## config.mk

```make
export PLATFORM = sky130hd
export DESIGN_NAME = iir_filter_transposed_df2
export DESIGN_NICKNAME = d
export VERILOG_FILES = /design/src/rtl/iirtdf2_pkg.sv /design/src/rtl/iir_filter_transposed_df2.sv
export SDC_FILE = /design/constraint.sdc
export NUM_CORES = 2
export LEC_CHECK = 0
export BUFFER_PORTS_ARGS = -buffer_cell sky130_fd_sc_hd__buf_2
export CAP_MARGIN = 30
export CORE_MARGIN = 2
export CORE_UTILIZATION = 55
export DETAILED_ROUTE_END_ITERATION = 8
export GPL_TIMING_DRIVEN = 0
export PLACE_DENSITY = 0.71
export SYNTH_ARGS = -nofsm -noshare
export SYNTH_HDL_FRONTEND = slang
export SYNTH_SLANG_ARGS = --single-unit
export TNS_END_PERCENT = 10
```

## constraint.sdc

```tcl
create_clock -name i_clk -period 12.4 [get_ports i_clk]
set_input_delay 1.24 -clock i_clk [delete_from_list [all_inputs] [get_ports i_clk]]
set_output_delay 1.24 -clock i_clk [all_outputs]
set_load 0.02 [all_outputs]
```

## src/rtl/iirtdf2_pkg.sv

```systemverilog
// ------------------------------------------------------------------------
// iirtdf2_pkg
// Types, register indexes, reset values and fixed-point helpers for the
// transposed direct form II IIR filter.
// ------------------------------------------------------------------------
`default_nettype none

package iirtdf2_pkg;

    localparam int ORDER_DEF    = 3;
    localparam int CHANNELS_DEF = 2;

    localparam int SAMPLE_W = 24;
    localparam int COEF_W   = 32;
    localparam int X_W      = 28;
    localparam int PROD_W   = 64;
    localparam int RND_W    = 36;
    localparam int DELAY_W  = 48;
    localparam int ACC_W    = 50;
    localparam int CFG_N    = 8;
    localparam int CFG_IDX_W = 3;

    typedef logic [CFG_IDX_W-1:0] t_cfg_idx;

    localparam t_cfg_idx CFG_B0   = 3'd0;
    localparam t_cfg_idx CFG_B1   = 3'd1;
    localparam t_cfg_idx CFG_B2   = 3'd2;
    localparam t_cfg_idx CFG_B3   = 3'd3;
    localparam t_cfg_idx CFG_A1   = 3'd4;
    localparam t_cfg_idx CFG_A2   = 3'd5;
    localparam t_cfg_idx CFG_A3   = 3'd6;
    localparam t_cfg_idx CFG_GAIN = 3'd7;

    localparam logic signed [COEF_W-1:0] COEF_ONE  = 32'sh1000_0000;
    localparam logic signed [COEF_W-1:0] COEF_ZERO = 32'sh0000_0000;

    localparam logic signed [PROD_W-1:0] HALF_Q28 = 64'sh0000_0000_0800_0000;

    localparam logic signed [ACC_W-1:0] SAT24_HI = 50'sh0_0000_007F_FFFF;
    localparam logic signed [ACC_W-1:0] SAT24_LO = -50'sh0_0000_0080_0000;
    localparam logic signed [ACC_W-1:0] SAT48_HI = 50'sh0_7FFF_FFFF_FFFF;
    localparam logic signed [ACC_W-1:0] SAT48_LO = -50'sh0_8000_0000_0000;

    // Round half towards plus infinity, then drop the 28 fraction bits.
    function automatic logic signed [RND_W-1:0] round_q28(input logic signed [PROD_W-1:0] p);
        logic signed [PROD_W-1:0] v;
        v = p + HALF_Q28;
        return v[PROD_W-1:28];
    endfunction

    function automatic logic signed [SAMPLE_W-1:0] sat24(input logic signed [ACC_W-1:0] v);
        logic signed [SAMPLE_W-1:0] r;
        if (v > SAT24_HI) begin
            r = SAT24_HI[SAMPLE_W-1:0];
        end else if (v < SAT24_LO) begin
            r = SAT24_LO[SAMPLE_W-1:0];
        end else begin
            r = v[SAMPLE_W-1:0];
        end
        return r;
    endfunction

    function automatic logic signed [DELAY_W-1:0] sat48(input logic signed [ACC_W-1:0] v);
        logic signed [DELAY_W-1:0] r;
        if (v > SAT48_HI) begin
            r = SAT48_HI[DELAY_W-1:0];
        end else if (v < SAT48_LO) begin
            r = SAT48_LO[DELAY_W-1:0];
        end else begin
            r = v[DELAY_W-1:0];
        end
        return r;
    endfunction

endpackage

`default_nettype wire

```

## src/rtl/iir_filter_transposed_df2.sv

```systemverilog
// Each sample steps through S_GAIN, S_X, S_B0, S_Y, an S_A/S_Z pair per order and S_DONE.
// All products go through the single shared 32x32 multiplier, so a new sample is taken only in S_IDLE.
// The result register frees the input side while a finished sample waits to be taken.
// Reset (synchronous, active low) clears the delay lines, the control state and the
// coefficients to b0 = 1.0, gain = 1.0 and all others zero.
// ------------------------------------------------------------------------
// iir_filter_transposed_df2
// Multichannel transposed direct form II IIR filter built around one shared
// multiplier and rounding unit driven by a small sequencer.
// ------------------------------------------------------------------------
`default_nettype none

module iir_filter_transposed_df2 #(
    parameter int ORDER    = iirtdf2_pkg::ORDER_DEF,
    parameter int CHANNELS = iirtdf2_pkg::CHANNELS_DEF
) (
    input  wire                                    i_clk,
    input  wire                                    i_rst_n,
    input  wire                                    i_valid,
    output logic                                   o_ready,
    input  wire signed [iirtdf2_pkg::SAMPLE_W-1:0] i_sample_in,
    input  wire                                    i_channel,
    output logic                                   o_valid,
    input  wire                                    i_ready,
    output logic signed [iirtdf2_pkg::SAMPLE_W-1:0] o_sample_out,
    output logic                                   o_channel_out,
    input  wire                                    i_cfg_we,
    input  wire        [iirtdf2_pkg::CFG_IDX_W-1:0] i_cfg_index,
    input  wire        [iirtdf2_pkg::COEF_W-1:0]   i_cfg_data
);

    localparam int DEPTH = CHANNELS * ORDER;
    localparam int DW    = (DEPTH > 1) ? $clog2(DEPTH) : 1;
    localparam int JW    = $clog2(ORDER + 1);

    typedef enum logic [7:0] {
        S_IDLE = 8'b0000_0001,
        S_GAIN = 8'b0000_0010,
        S_X    = 8'b0000_0100,
        S_B0   = 8'b0000_1000,
        S_Y    = 8'b0001_0000,
        S_A    = 8'b0010_0000,
        S_Z    = 8'b0100_0000,
        S_DONE = 8'b1000_0000
    } t_state;

    t_state r_state, n_state;

    logic signed [iirtdf2_pkg::COEF_W-1:0]   r_cfg [iirtdf2_pkg::CFG_N];
    logic signed [iirtdf2_pkg::DELAY_W-1:0]  r_delay [DEPTH];
    logic signed [iirtdf2_pkg::SAMPLE_W-1:0] r_s;
    logic                                    r_ch;
    logic signed [iirtdf2_pkg::X_W-1:0]      r_x;
    logic signed [iirtdf2_pkg::SAMPLE_W-1:0] r_y;
    logic signed [iirtdf2_pkg::PROD_W-1:0]   r_prod;
    logic signed [iirtdf2_pkg::ACC_W-1:0]    r_acc;
    logic        [JW-1:0]                    r_j;
    logic                                    r_ov;
    logic signed [iirtdf2_pkg::SAMPLE_W-1:0] r_out;
    logic                                    r_och;

    iirtdf2_pkg::t_cfg_idx                   c_idx;
    logic signed [iirtdf2_pkg::COEF_W-1:0]   c_op_a;
    logic signed [iirtdf2_pkg::COEF_W-1:0]   c_op_b;
    logic signed [iirtdf2_pkg::PROD_W-1:0]   c_mul;
    logic signed [iirtdf2_pkg::ACC_W-1:0]    c_rnd;
    logic        [DW-1:0]                    c_rd_idx;
    logic        [DW-1:0]                    c_wr_idx;
    logic signed [iirtdf2_pkg::ACC_W-1:0]    c_z;
    logic                                    c_last;
    logic                                    c_in_ok;
    logic                                    c_load;

    assign o_ready       = (r_state == S_IDLE);
    assign o_valid       = r_ov;
    assign o_sample_out  = r_out;
    assign o_channel_out = r_och;

    assign c_in_ok = (int'(i_channel) < CHANNELS);
    assign c_last  = (int'(r_j) == ORDER);
    assign c_load  = (r_state == S_DONE) && (!r_ov || i_ready);

    assign c_rnd = iirtdf2_pkg::ACC_W'(iirtdf2_pkg::round_q28(r_prod));

    always_comb begin
        c_rd_idx = DW'(int'(r_ch) * ORDER
                       + (((r_state == S_A) && !c_last) ? int'(r_j) : 0));
        c_wr_idx = DW'(int'(r_ch) * ORDER + int'(r_j) - 1);
        if ((r_state == S_A) && c_last) begin
            c_z = '0;
        end else begin
            c_z = iirtdf2_pkg::ACC_W'(r_delay[c_rd_idx]);
        end
    end

    always_comb begin
        unique case (r_state)
            S_GAIN:  c_idx = iirtdf2_pkg::CFG_GAIN;
            S_B0:    c_idx = iirtdf2_pkg::CFG_B0;
            S_Y:     c_idx = iirtdf2_pkg::CFG_B1;
            S_A:     c_idx = iirtdf2_pkg::CFG_B3 + iirtdf2_pkg::CFG_IDX_W'(r_j);
            S_Z:     c_idx = iirtdf2_pkg::CFG_B1 + iirtdf2_pkg::CFG_IDX_W'(r_j);
            default: c_idx = iirtdf2_pkg::CFG_B0;
        endcase
        unique case (r_state)
            S_GAIN:  c_op_b = iirtdf2_pkg::COEF_W'(r_s);
            S_A:     c_op_b = iirtdf2_pkg::COEF_W'(r_y);
            default: c_op_b = iirtdf2_pkg::COEF_W'(r_x);
        endcase
        c_op_a = r_cfg[c_idx];
    end

    assign c_mul = c_op_a * c_op_b;

    always_comb begin
        n_state = r_state;
        unique case (r_state)
            S_IDLE: begin
                if (i_valid && c_in_ok) begin
                    n_state = S_GAIN;
                end
            end
            S_GAIN: n_state = S_X;
            S_X:    n_state = S_B0;
            S_B0:   n_state = S_Y;
            S_Y:    n_state = S_A;
            S_A:    n_state = S_Z;
            S_Z: begin
                n_state = c_last ? S_DONE : S_A;
            end
            S_DONE: begin
                if (c_load) begin
                    n_state = S_IDLE;
                end
            end
            default: n_state = S_IDLE;
        endcase
    end

    always_ff @(posedge i_clk) begin
        if (!i_rst_n) begin
            r_state <= S_IDLE;
            r_ov    <= 1'b0;
            r_j     <= '0;
            for (int i = 0; i < iirtdf2_pkg::CFG_N; i++) begin
                if ((i == int'(iirtdf2_pkg::CFG_B0)) || (i == int'(iirtdf2_pkg::CFG_GAIN))) begin
                    r_cfg[i] <= iirtdf2_pkg::COEF_ONE;
                end else begin
                    r_cfg[i] <= iirtdf2_pkg::COEF_ZERO;
                end
            end
            for (int i = 0; i < DEPTH; i++) begin
                r_delay[i] <= '0;
            end
        end else begin
            r_state <= n_state;
            if (i_cfg_we) begin
                r_cfg[i_cfg_index] <= i_cfg_data;
            end
            r_ov <= c_load || (r_ov && !i_ready);
            if (r_state == S_Y) begin
                r_j <= JW'(1);
            end else if ((r_state == S_Z) && !c_last) begin
                r_j <= r_j + JW'(1);
            end
            if (r_state == S_Z) begin
                r_delay[c_wr_idx] <= iirtdf2_pkg::sat48(r_acc - c_rnd);
            end
        end
    end

    always_ff @(posedge i_clk) begin
        if ((r_state == S_IDLE) && i_valid) begin
            r_s  <= i_sample_in;
            r_ch <= i_channel;
        end
        if ((r_state == S_GAIN) || (r_state == S_B0) || (r_state == S_Y)
                || (r_state == S_A) || ((r_state == S_Z) && !c_last)) begin
            r_prod <= c_mul;
        end
        if (r_state == S_X) begin
            r_x <= c_rnd[iirtdf2_pkg::X_W-1:0];
        end
        if (r_state == S_Y) begin
            r_y <= iirtdf2_pkg::sat24(c_rnd + c_z);
        end
        if (r_state == S_A) begin
            r_acc <= c_rnd + c_z;
        end
        if (c_load) begin
            r_out <= r_y;
            r_och <= r_ch;
        end
    end

endmodule

`default_nettype wire

```

==> impl_metrics.tcl <==
set metrics [dict create \
    cts_buffers 89 \
    antenna_found_initial 27 \
    ys_ff_latch 840 \
    clock_path_buffers 3 \
    routedWlPerCell_um 28.91 \
    dpl_cell_area_sq_um 81620 \
    yosys-top-cells-count "inv_1, fa_1, nand2_1" \
    netlist_instances 7320 \
    critPathRequiredTime_ps 12870 \
    tightest_slew_ps 1174 \
    htree_levels 3 \
    status "complete, no violations" \
    synth_nets 8743 \
    core_sq_um 139000 \
    cp.arrival_ps 12650 \
    clkLatencyLatePin_ps 750 \
    ys_async_sr_fraction_pct 0 \
    antenna_left 0 \
    worst-path-max-fanout 10 \
    slowest_stage "clkbuf_1" \
    via_per_inst 6.173 \
    max_freq_mhz 82.11 \
    die_y_um 377.7 \
    place_ws_ps -2090 \
    min_path_type "reg2reg" \
    area_growth_pct 10.39 \
    synth.largest_area_cell "edfxtp_1" \
    dieArea_sq_um 142700 \
    cts-hold-fix-buffers 0 \
    grt_overflow 0 \
    portBuffers 91 \
    wl_mm 277.2 \
    syn_area_sq_um 76810 \
    grt_pass1_vias 59656 \
    dpl.hpwl_mm 225.8 \
    hold_violations 0 \
    grt_pass1_wl_mm 404.7 \
    setup_viol 0 \
    place.gp.congestion 1.100 \
    dp_cells 9420 \
    endpoint_kind "register" \
    drive_gt1_share_pct 8.989 \
    synth_area_per_cell_sq_um 10.49 \
    slowest_delay_ps 760 \
    rsz0062_at_grt "yes" \
    relSlewSlack_pct 21.73 \
    drt_first_pass_iters 6 \
    startpoint_type "register" \
    root_buffer "clkbuf_16" \
    synth_most_common_cell "inv_1" \
    clk_pin_slew_ps 60 \
    slew_viol_final 0 \
    pin_count 92 \
    critPathMostFrequentCell "fa_1" \
    synthFlopType "edfxtp_1" \
    setup_tns_ps 0 \
    holdPathStages 0 \
    start_util_pct 55.25 \
    clock_skew_ps 53.70 \
    grt_max_degree 60 \
    synth_edf_count 829 \
    worstSetupPathType "reg2reg" \
    instances_no_fill 9586 \
    die_x_um 377.7 \
    layout_setup_ws_ps 221.2 \
    cts_tree "built" \
    grt_usage_pct 39.85 \
    fin_nets 9054 \
    yosys.cell_types.count 88 \
    fin_crit_ps 12180 \
    rrSetupSlack_ps 220 \
    drc 0 \
    cts_sinks 840 \
    synth_top_cell_area_share_pct 32.41 \
    stdcell_area_sq_um 84790 \
    num_rows 137 \
    drv_cap 0 \
    yosys-top-cells-area "edfxtp_1, fa_1, inv_1" \
    vias 59178 \
    synth_seq_area_share_pct 32.70 \
    worstRegToRegCells 34 \
    drt-initial-drc-count 7635 \
    yosysWarnings 0 \
    min_period_over_period_pct 98.22 \
]
## through the flow
stage	hold slack [ps]	util, %
finish	482.3	60.99
global route	505.7	60.97
CTS	475.0	60.80
detailed placement	451.3	58.71
global placement	434.6	57.27
floorplan	426.8	-
## state kept, by name (all words and copies together) (netlist names)
name           flops
r_x               28
r_ch               1
r_state            8
r_cfg            256
r_j                2
o_sample_out      24
r_s               24
o_valid            1
r_delay          384
o_channel_out      1
r_prod            37
r_y               24
r_acc             50
## cell type report
class | instances | area (sq um)
sequential | 840 | 25110
multi-input combinational | 4998 | 46470
antenna | 12 | 30.03
buffer | 358 | 1535
inverter | 1101 | 4133
clock buffer | 110 | 2306
tap | 1876 | 2347
timing repair buffer | 243 | 2426
fill | 11485 | 54230
clock inverter | 48 | 431.7
## kinds of logic (layout without fill, tap and decap cells)
group                      Yosys count  in the layout  synth area share, %
buffers and inverters             1482           1860                7.307
muxes                              209            209                4.336
and+or+nand+nor                   2286           2286                13.41
AOI/OAI and AO/OA                  958            958                7.596
DFF                                840            840                32.70
other                                0             12                    0
xor gates and xnor gates           187            187                2.132
adders and majority gates         1358           1358                32.52
## repair_timing
action,in CTS,in global routing
setup endpoints to repair,31,21
gates resized for setup,82,68
pin swaps,1,4
hold endpoints to repair,0,0
setup buffers,2,10
## path summary, 6_finish.rpt
check,from,to
setup / recovery,r_state[5],r_prod[63]
hold reg to reg,r_y[23],o_sample_out[23]
hold / removal,r_y[23],o_sample_out[23]
setup reg to reg,r_state[5],r_prod[63]
## critical path: cells and delay by family (launching register included)
kind	cells	cell delay, ps
buffers and inverters	9	3090
DFF	1	380
xor gates and xnor gates	1	130
AOI/OAI and AO/OA	6	1680
and+or+nand+nor	9	2410
adders and majority gates	9	4230
## cell usage in the layout (no fill, tap or decap), drive strengths merged, types with 96 or more instances in the layout
master	synthesis	layout
buf	70	306
a21oi	204	204
edfxtp	829	829
and2	291	291
nor2	648	648
ha	294	294
fa	1064	1064
o21ai	430	430
nand3	175	175
nand2	897	897
inv	1101	1103
xnor2	116	116
a21o	108	108
clkbuf	311	404
mux4	96	96
## routing by layer
metal  GRT usage, %  wire length (um)  up-vias  part of all wire (%)
li1               -                 -    24505                     -
met1          53.77            104200    29900                    38
met2          57.56            118500     3973                    43
met3          13.25             37750      776                    14
met4          20.32             16450       24                   5.9
met5              0               274        -                 0.099
Power is left out: the tool's default activity adds up to more than one toggle a clock period on the data nets, which glitch-free logic cannot reach.
